## config.mk

```make
export PLATFORM = sky130hd
export DESIGN_NAME = ttyld_step
export DESIGN_NICKNAME = d
export VERILOG_FILES = /design/src/rtl/ttyld_pkg.sv /design/src/rtl/ttyld_step.sv
export SDC_FILE = /design/constraint.sdc
export NUM_CORES = 1
export LEC_CHECK = 0
export BUFFER_PORTS_ARGS = -buffer_cell sky130_fd_sc_hd__buf_2
export CAP_MARGIN = 40
export CORE_ASPECT_RATIO = 0.6
export CORE_MARGIN = 10
export CORE_UTILIZATION = 51
export DETAILED_ROUTE_END_ITERATION = 8
export GPL_TIMING_DRIVEN = 0
export MAX_ROUTING_LAYER = met4
export PLACE_DENSITY = 0.85
export SYNTH_ARGS = -nofsm -noshare
export SYNTH_HDL_FRONTEND = slang
export SYNTH_SLANG_ARGS = --single-unit
export TNS_END_PERCENT = 100
```

## constraint.sdc

```tcl
create_clock -name vclk -period 5.1
set_clock_uncertainty 0.1 [all_clocks]
set_input_delay 0.51 -clock vclk [all_inputs]
set_output_delay 0.51 -clock vclk [all_outputs]
set_load 0.02 [all_outputs]
```

## src/rtl/ttyld_pkg.sv

```systemverilog
// shared types, codes and character constants of the tty line discipline
`default_nettype none

package ttyld_pkg;

   localparam int BUF_DEPTH_DEFAULT = 1024;
   localparam int MAX_RESULTS = 6;

   typedef enum logic [1:0] {
      REQ_RECEIVE  = 2'd0,
      REQ_READ     = 2'd1,
      REQ_TRANSMIT = 2'd2,
      REQ_FLUSH    = 2'd3
   } req_kind_type;

   typedef enum logic [1:0] {
      KIND_STATUS     = 2'd0,
      KIND_TERM       = 2'd1,
      KIND_READ_DATA  = 2'd2,
      KIND_READ_EMPTY = 2'd3
   } out_kind_type;

   typedef enum logic [1:0] {
      SIG_NONE = 2'd0,
      SIG_INTR = 2'd1,
      SIG_SUSP = 2'd2,
      SIG_QUIT = 2'd3
   } sig_type;

   typedef enum logic [2:0] {
      CSR_LOCAL_FLAGS    = 3'd0,
      CSR_NEWLINE_EXPAND = 3'd1,
      CSR_EOF_CHAR       = 3'd2,
      CSR_INTR_CHAR      = 3'd3,
      CSR_SUSP_CHAR      = 3'd4,
      CSR_QUIT_CHAR      = 3'd5,
      CSR_TTY_ATTACHED   = 3'd6
   } csr_index_type;

   typedef enum logic [1:0] {
      ST_IDLE,
      ST_DECIDE,
      ST_EMIT
   } state_type;

   // local flag bit positions
   localparam int LF_ECHO   = 0;
   localparam int LF_ECHOE  = 1;
   localparam int LF_ECHONL = 2;
   localparam int LF_ICANON = 3;
   localparam int LF_ISIG   = 4;
   localparam int LF_NOFLSH = 5;

   localparam logic [5:0] LOCAL_FLAGS_RESET = 6'd27;
   localparam logic       NEWLINE_EXPAND_RESET = 1'b1;
   localparam logic [7:0] EOF_CHAR_RESET  = 8'h04;
   localparam logic [7:0] INTR_CHAR_RESET = 8'h03;
   localparam logic [7:0] SUSP_CHAR_RESET = 8'h1a;
   localparam logic [7:0] QUIT_CHAR_RESET = 8'h1c;
   localparam logic       TTY_ATTACHED_RESET = 1'b0;

   localparam logic [7:0] CH_DEL   = 8'h7f;
   localparam logic [7:0] CH_BS    = 8'h08;
   localparam logic [7:0] CH_SP    = 8'h20;
   localparam logic [7:0] CH_CARET = 8'h5e;
   localparam logic [7:0] CH_AT    = 8'h40;
   localparam logic [7:0] CH_CR    = 8'h0d;
   localparam logic [7:0] CH_LF    = 8'h0a;

   typedef struct packed {
      logic [5:0] local_flags;
      logic       newline_expand;
      logic [7:0] eof_char;
      logic [7:0] intr_char;
      logic [7:0] susp_char;
      logic [7:0] quit_char;
      logic       tty_attached;
   } cfg_type;

   typedef struct packed {
      logic [2:0]      count;
      logic [5:0][7:0] bytes;
   } term_type;

   // everything the result channel shows for one item
   typedef struct packed {
      out_kind_type    kind;
      logic [2:0]      count;
      logic [5:0][7:0] bytes;
      sig_type         sig;
      logic            drop;
      logic            readable;
   } res_type;

   function automatic logic is_ctrl(input logic [7:0] b);
      logic printable;
      logic space;
      printable = (b >= 8'h20) && (b <= 8'h7e);
      space     = (b >= 8'h09) && (b <= 8'h0d);
      return !printable && !space;
   endfunction

endpackage

`default_nettype wire

```

## src/rtl/ttyld_step.sv

```systemverilog
// per-item decision logic: pointer updates, store write and result bytes
`default_nettype none

module ttyld_step #(
   parameter int BUF_DEPTH = ttyld_pkg::BUF_DEPTH_DEFAULT,
   parameter int PTR_W = $clog2(BUF_DEPTH)
) (
   input  ttyld_pkg::req_kind_type req_type,
   input  logic [7:0]              in_byte,
   input  ttyld_pkg::cfg_type      cfg,
   input  logic [7:0]              rd_data,
   input  logic [PTR_W-1:0]        start_ptr,
   input  logic [PTR_W-1:0]        cooked_ptr,
   input  logic [PTR_W-1:0]        raw_ptr,
   output logic [PTR_W-1:0]        start_ptr_next,
   output logic [PTR_W-1:0]        cooked_ptr_next,
   output logic [PTR_W-1:0]        raw_ptr_next,
   output logic                    wr_en,
   output logic [PTR_W-1:0]        wr_addr,
   output logic [7:0]              wr_data,
   output ttyld_pkg::res_type      res
);
   import ttyld_pkg::*;

   localparam logic [PTR_W-1:0] LAST_PTR = PTR_W'(BUF_DEPTH - 1);

   function automatic logic [PTR_W-1:0] ptr_inc(input logic [PTR_W-1:0] p);
      return (p == LAST_PTR) ? '0 : p + 1'b1;
   endfunction

   function automatic logic [PTR_W-1:0] ptr_dec(input logic [PTR_W-1:0] p);
      return (p == '0) ? LAST_PTR : p - 1'b1;
   endfunction

   function automatic term_type term_put(input logic [7:0] ch, input logic [7:0] erased,
                                         input logic is_echo, input logic canon,
                                         input logic echoe, input logic nlx);
      term_type t;
      t = '0;
      if (is_echo && ch == CH_DEL && canon && echoe) begin
         t.bytes = {CH_BS, CH_SP, CH_BS, CH_BS, CH_SP, CH_BS};
         if (erased == CH_DEL) begin
            t.count = 3'd0;
         end else if (is_ctrl(erased)) begin
            t.count = 3'd6;
         end else begin
            t.count = 3'd3;
         end
      end else if (ch == CH_LF && nlx) begin
         t.bytes[0] = CH_CR;
         t.bytes[1] = CH_LF;
         t.count    = 3'd2;
      end else if (is_echo && is_ctrl(ch)) begin
         t.bytes[0] = CH_CARET;
         t.bytes[1] = (ch + CH_AT) & 8'h7f;
         t.count    = 3'd2;
      end else begin
         t.bytes[0] = ch;
         t.count    = 3'd1;
      end
      return t;
   endfunction

   logic             canon;
   logic             isig;
   logic             echo_en;
   logic             term_en;
   logic             term_echo;
   logic             handled;
   logic             sig_match;
   logic [7:0]       cv;
   logic [7:0]       echo_byte;
   logic [7:0]       erased;
   logic [PTR_W-1:0] raw_new;
   term_type         term;

   assign canon     = cfg.local_flags[LF_ICANON];
   assign isig      = cfg.local_flags[LF_ISIG];
   assign sig_match = (in_byte == cfg.intr_char) || (in_byte == cfg.susp_char)
                      || (in_byte == cfg.quit_char);

   always_comb begin
      start_ptr_next  = start_ptr;
      cooked_ptr_next = cooked_ptr;
      raw_ptr_next    = raw_ptr;
      wr_en           = 1'b0;
      wr_addr         = raw_ptr;
      wr_data         = in_byte;
      echo_en         = cfg.local_flags[LF_ECHO];
      term_en         = 1'b0;
      term_echo       = 1'b1;
      handled         = 1'b0;
      cv              = in_byte;
      echo_byte       = in_byte;
      erased          = 8'h00;
      raw_new         = raw_ptr;
      term            = '0;
      res             = '0;
      res.kind        = KIND_STATUS;
      res.sig         = SIG_NONE;

      case (req_type)
         REQ_RECEIVE: begin
            if (!(canon && in_byte == CH_DEL) && ptr_inc(raw_ptr) == start_ptr) begin
               res.drop = 1'b1;
            end else if (canon && in_byte == CH_DEL && cooked_ptr == raw_ptr) begin
               // erase at line start does nothing
               res.drop = 1'b0;
            end else begin
               if (canon && in_byte == CH_DEL) begin
                  raw_new = ptr_dec(raw_ptr);
                  erased  = rd_data;
                  handled = 1'b1;
               end else if (canon && in_byte == cfg.eof_char) begin
                  echo_en = 1'b0;
                  handled = 1'b1;
               end
               if (!handled && isig && sig_match) begin
                  if (!cfg.local_flags[LF_NOFLSH]) begin
                     start_ptr_next  = raw_ptr;
                     cooked_ptr_next = raw_ptr;
                  end
                  handled = 1'b1;
               end
               if (!handled) begin
                  if (in_byte == CH_CR) begin
                     cv = CH_LF;
                     if (cfg.newline_expand) begin
                        echo_byte = CH_LF;
                     end
                  end
                  if (cv == CH_LF && canon && cfg.local_flags[LF_ECHONL]) begin
                     echo_en = 1'b1;
                  end
                  wr_en   = 1'b1;
                  wr_data = cv;
                  raw_new = ptr_inc(raw_ptr);
               end
               raw_ptr_next = raw_new;
               if (cv == CH_LF || cv == cfg.eof_char || !canon) begin
                  cooked_ptr_next = raw_new;
               end
               if (cfg.tty_attached && isig) begin
                  if (cv == cfg.intr_char) begin
                     res.sig = SIG_INTR;
                  end else if (cv == cfg.susp_char) begin
                     res.sig = SIG_SUSP;
                  end else if (cv == cfg.quit_char) begin
                     res.sig = SIG_QUIT;
                  end
               end
               term_en = echo_en;
            end
         end
         REQ_READ: begin
            res.count = 3'd1;
            if (start_ptr != cooked_ptr) begin
               res.kind       = KIND_READ_DATA;
               res.bytes[0]   = rd_data;
               start_ptr_next = ptr_inc(start_ptr);
            end else begin
               res.kind = KIND_READ_EMPTY;
            end
         end
         REQ_TRANSMIT: begin
            term_en   = 1'b1;
            term_echo = 1'b0;
            erased    = CH_SP;
         end
         REQ_FLUSH: begin
            start_ptr_next  = raw_ptr;
            cooked_ptr_next = raw_ptr;
         end
         default: begin
            res.drop = 1'b0;
         end
      endcase

      if (term_en) begin
         term = term_put(echo_byte, erased, term_echo, canon,
                         cfg.local_flags[LF_ECHOE], cfg.newline_expand);
         if (term.count != 3'd0) begin
            res.kind  = KIND_TERM;
            res.count = term.count;
            res.bytes = term.bytes;
         end
      end

      // an item with nothing to send still reports its status once
      if (res.count == 3'd0) begin
         res.kind  = KIND_STATUS;
         res.count = 3'd1;
         res.bytes = '0;
      end
      res.readable = (start_ptr_next != cooked_ptr_next);
   end

endmodule

`default_nettype wire

```

Word-level counts from Yosys, hierarchy flattened

Index checks and enable logic that the tools add are counted.

Multiplexer cells: 89
$add $sub $neg: 4
Equality and inequality tests: 24
Order comparisons: 8
Reduce and logical (&&, ||, !) cells: 35

Operators with widths:

| kind                  | number |
|---|---|
| $mux 8                | 24 |
| $mux 10               | 18 |
| $mux 53               | 3 |
| $eq 8x8->1            | 8 |
| $eq 8x4->1 const B    | 4 |
| $mux 15               | 2 |
| $pmux 10 s3           | 1 |
| $mux 28               | 1 |
| $eq 8x7->1 const B    | 3 |
| $mux 1                | 22 |
| $add 10x1->10 const B | 2 |
| $eq 10x10->1          | 2 |
| $eq 10x10->1 const B  | 2 |
| $logic_and 1x1->1     | 20 |
| $ne 10x10->1          | 2 |
| $pmux 10 s2           | 1 |
| $ge 8x4->1 const B    | 2 |
| $ge 8x6->1 const B    | 2 |
| $le 8x4->1 const B    | 2 |
| $le 8x7->1 const B    | 2 |
| $mux 2                | 8 |
| $pmux 8 s2            | 1 |
| $mux 3                | 5 |
| $logic_not 10->1      | 1 |
| other kinds (12)      | 22 |

Register bits: 0
Output and inout port bits: 106
Bits of input ports: 88
Word-level logic and storage cells: 160

Longest topological paths before layout

Depth after elaboration: 32
Mapped depth: 16
Depth with buffers taken out: 14

Least setup slack after synthesis

No wires, ideal clock.

Kind: input -> output
Start: input in_byte[3]
End: output res[0] in the netlist's numbering
Required time: 4.490 ns
Buffers on the path: 2
Stages: 14
Arrival: 4.060 ns
Path slack: 0.430 ns
Path through: clkbuf_1 nand3b_1 or3_1 clkbuf_1 o31ai_1 nor2_1 a21oi_2 xnor2_1 o21ai_2 mux2_2 o21ai_0 xnor2_1 nand3_1 nand4bb_1

RTL lines:

| what        | line             | source |
|---|---|---|
| from (decl) | ttyld_step.sv:9  | `input logic [7:0] in_byte,` |
| to (decl)   | ttyld_step.sv:21 | `output ttyld_pkg::res_type res` |

==> run_results.csv <==
group,metric,value,unit
outcome,status,"finished, final reports clean",
layout,seq_cell_count,0,
sta,tightest_slew,0.868,ns
worst_hold_path,hold_class,"input pin to primary output",
floorplan,io_pins,194,
placed_design,io_buffers,149,
setup_path,crit_buf_inv,3,
sta,hold_viol,0,
synth,syn_area,4490,um^2
grt,grt.overflow.total,0,
drt,wl_per_cell,20.1,um
sta,fin_crit_sh,97.3,%
drt,via_per_inst,6.18,
power,p_sw_share,62.9,%
drt,drtIter0Drc,992,
grt,grt_usage,29.1,%
layout,final_cell_area,5740,um^2
grt,grt_pass1_vias,5652,
layout,antenna_cells,0,
setup_path,crit_path_end_kind,"primary output",
layout,syn_to_final_growth,27.7,%
cts,cts_hold_buf,0,
flow_run,drv_cap,0,
sta,period_minus_slack,4.96,ns
setup_path,critPathMaxStageDelay,0.53,ns
power,p_int,215,uW
sta,setup_viol,0,
floorplan,initial_core_util,52.5,%
power,peakVddDrop,65.2,uV
synth,seq_area_frac_synth,0,%
setup_path,crit_required,4.49,ns
power,combinationalPowerShare,100.0,%
setup_path,path_max_fanout,10,
placed_design,post-dp-hpwl,16700,um
floorplan,die_w,141,um
grt,antenna_found_initial,0,
power,switchingPower,364,uW
sta,drv_slew,0,
synth,syn-mean-instance-area,6.18,um^2
sta,fmax,0.202,GHz
drt,firstDrtPassIters,6,
synth,synthCells,727,
floorplan,core.rowCount,26,
setup_path,startpoint_type,"input pin",
setup_path,path_cells,"buf_2 > clkbuf_2 > xnor2_1 > nand4_1 > o31ai_2 > nor2_1 > a21boi_1 > nand2b_1 > o21ai_4 > mux2_2 > o21ai_0 > xnor2_1 > nand3_1 > nand4bb_1 > buf_6",
setup_path,crit_type,"input pin to primary output",
setup_path,worstPathArrival,4.35,ns
grt,grt_max_degree,11,
floorplan,core_area,8560,um^2
drt,vias,6356,
layout,drive_gt1_share,27.9,%
floorplan,die-height,92.7,um
setup_path,critPathTopFamily,"compound AO/OA/AOI/OAI gates",
placed_design,place_area,5490,um^2
sta,slew_headroom,41.7,%
layout,final_core_util,67.0,%
power,clockPowerShare,0,%
setup_path,slowest_stage,"o31ai_2",
drt,antenna_left,0,
power,power_frac_seq,0,%
layout,final_nets,1015,
floorplan,dieArea,13100,um^2
layout,n_clock_buffer,0,
setup_path,path_common_cell,"xnor2_1",
synth,yosys_warnings,0,
power,p_per_area,101,nW/um^2
layout,register_area,0,um^2
power,power.leakage,2.59,nW
placed_design,gp_congestion,1.02,
drt,wirelength,20700,um
synth,synth_cell_types,77,
grt,grt_pass1_wl,31200,um
drt,drc,0,
area by class of cell:
type                       instances  area [um^2]
fill                             828         2820
inverter                          26         97.6
tap                              112          140
timing repair buffer             163          871
buffer                           100          582
multi-input combinational        628         4050
final timing paths:
kind  startpoint          to  slack, ns  cells past startpoint
min   raw_ptr[9]  wr_addr[9]       1.14                      2
max   in_byte[0]      res[0]       0.14                     15
stage by stage:
stage	setup slack (ns)	std cells	setup TNS, ns	hold WS [ns]	total power, mW
after detailed placement	-0.411	1017	-3.30	1.14	0.538
after floorplan	0.430	755	0	1.03	0.369
after global placement	-0.432	1016	-2.76	1.14	0.534
after CTS	0.00365	1020	0	1.14	0.546
final	0.139	1029	0	1.14	0.579
after global routing	-0.0288	1029	-0.0288	1.15	0.615
synthesized netlist by cell type, types with 12 or more instances:
| master | count | area (um^2) |
|---|---|---|
| o21ai_0 | 45 | 225 |
| a31oi_1 | 12 | 75.1 |
| a21oi_1 | 43 | 215 |
| mux2i_1 | 14 | 140 |
| buf_4 | 44 | 330 |
| nand2_1 | 88 | 330 |
| nor2_1 | 61 | 229 |
| nor4_1 | 13 | 81.3 |
| xnor2_1 | 50 | 438 |
| nor3_1 | 17 | 85.1 |
| nand3_1 | 20 | 100 |
| nand2b_1 | 14 | 87.6 |
| and3_1 | 12 | 75.1 |
| clkbuf_1 | 46 | 173 |
| inv_1 | 25 | 93.8 |
| xor2_1 | 25 | 219 |
cell usage in the layout (no fill, tap or decap), drive strengths merged, types with 7 or more instances in the layout:
master  instances
and3           12
nand4          12
xnor2          50
clkbuf         45
xor2           25
or3             8
a221oi         11
nor2b          11
a211oi          7
a22oi           8
inv            25
a31oi          12
mux2i          14
nor3           18
buf           218
o21ai          47
conb           29
a21oi          44
nor4           13
nand3          21
nand2          88
ha              8
nor2           61
and2            9
nand2b         14
cell families (layout without fill, tap and decap cells):
| logic type | after synthesis | count (layout) | share of synthesized area (%) |
|---|---|---|---|
| compound gates | 201 | 201 | 30.9 |
| xor+xnor | 75 | 75 | 14.6 |
| fa+ha+maj | 8 | 8 | 2.23 |
| buf+inv | 127 | 289 | 14.5 |
| mux | 17 | 17 | 3.87 |
| other cells | 1 | 29 | 0.0835 |
| simple gates | 298 | 298 | 33.8 |
routing by layer:
metal	up-vias	GRT usage [%]	share of wire, %
li1	2939	-	-
met1	2838	41.3	42
met2	546	39.6	40
met3	33	10.4	17
met4	0	1.63	0.91
met5	-	-	0
power by group through the flow:
| stage | Sequential, mW | Clock [mW] | Combinational [mW] |
|---|---|---|---|
| after global routing | 0 | 0 | 0.615 |
| final | 0 | 0 | 0.579 |
| after detailed placement | 0 | 0 | 0.538 |
| after floorplan | 0 | 0 | 0.369 |
| after global placement | 0 | 0 | 0.534 |
| after CTS | 0 | 0 | 0.546 |
what timing repair did:
| action | 4_1_cts | 5_1_grt |
|---|---|---|
| setup endpoints to repair | 17 | 17 |
| hold endpoints to repair | 0 | 0 |
| setup buffers | 3 | 10 |
| pin swaps | 1 | 10 |
| resized for setup | 11 | 34 |
Note: power is estimated with default switching activity, not from simulation.
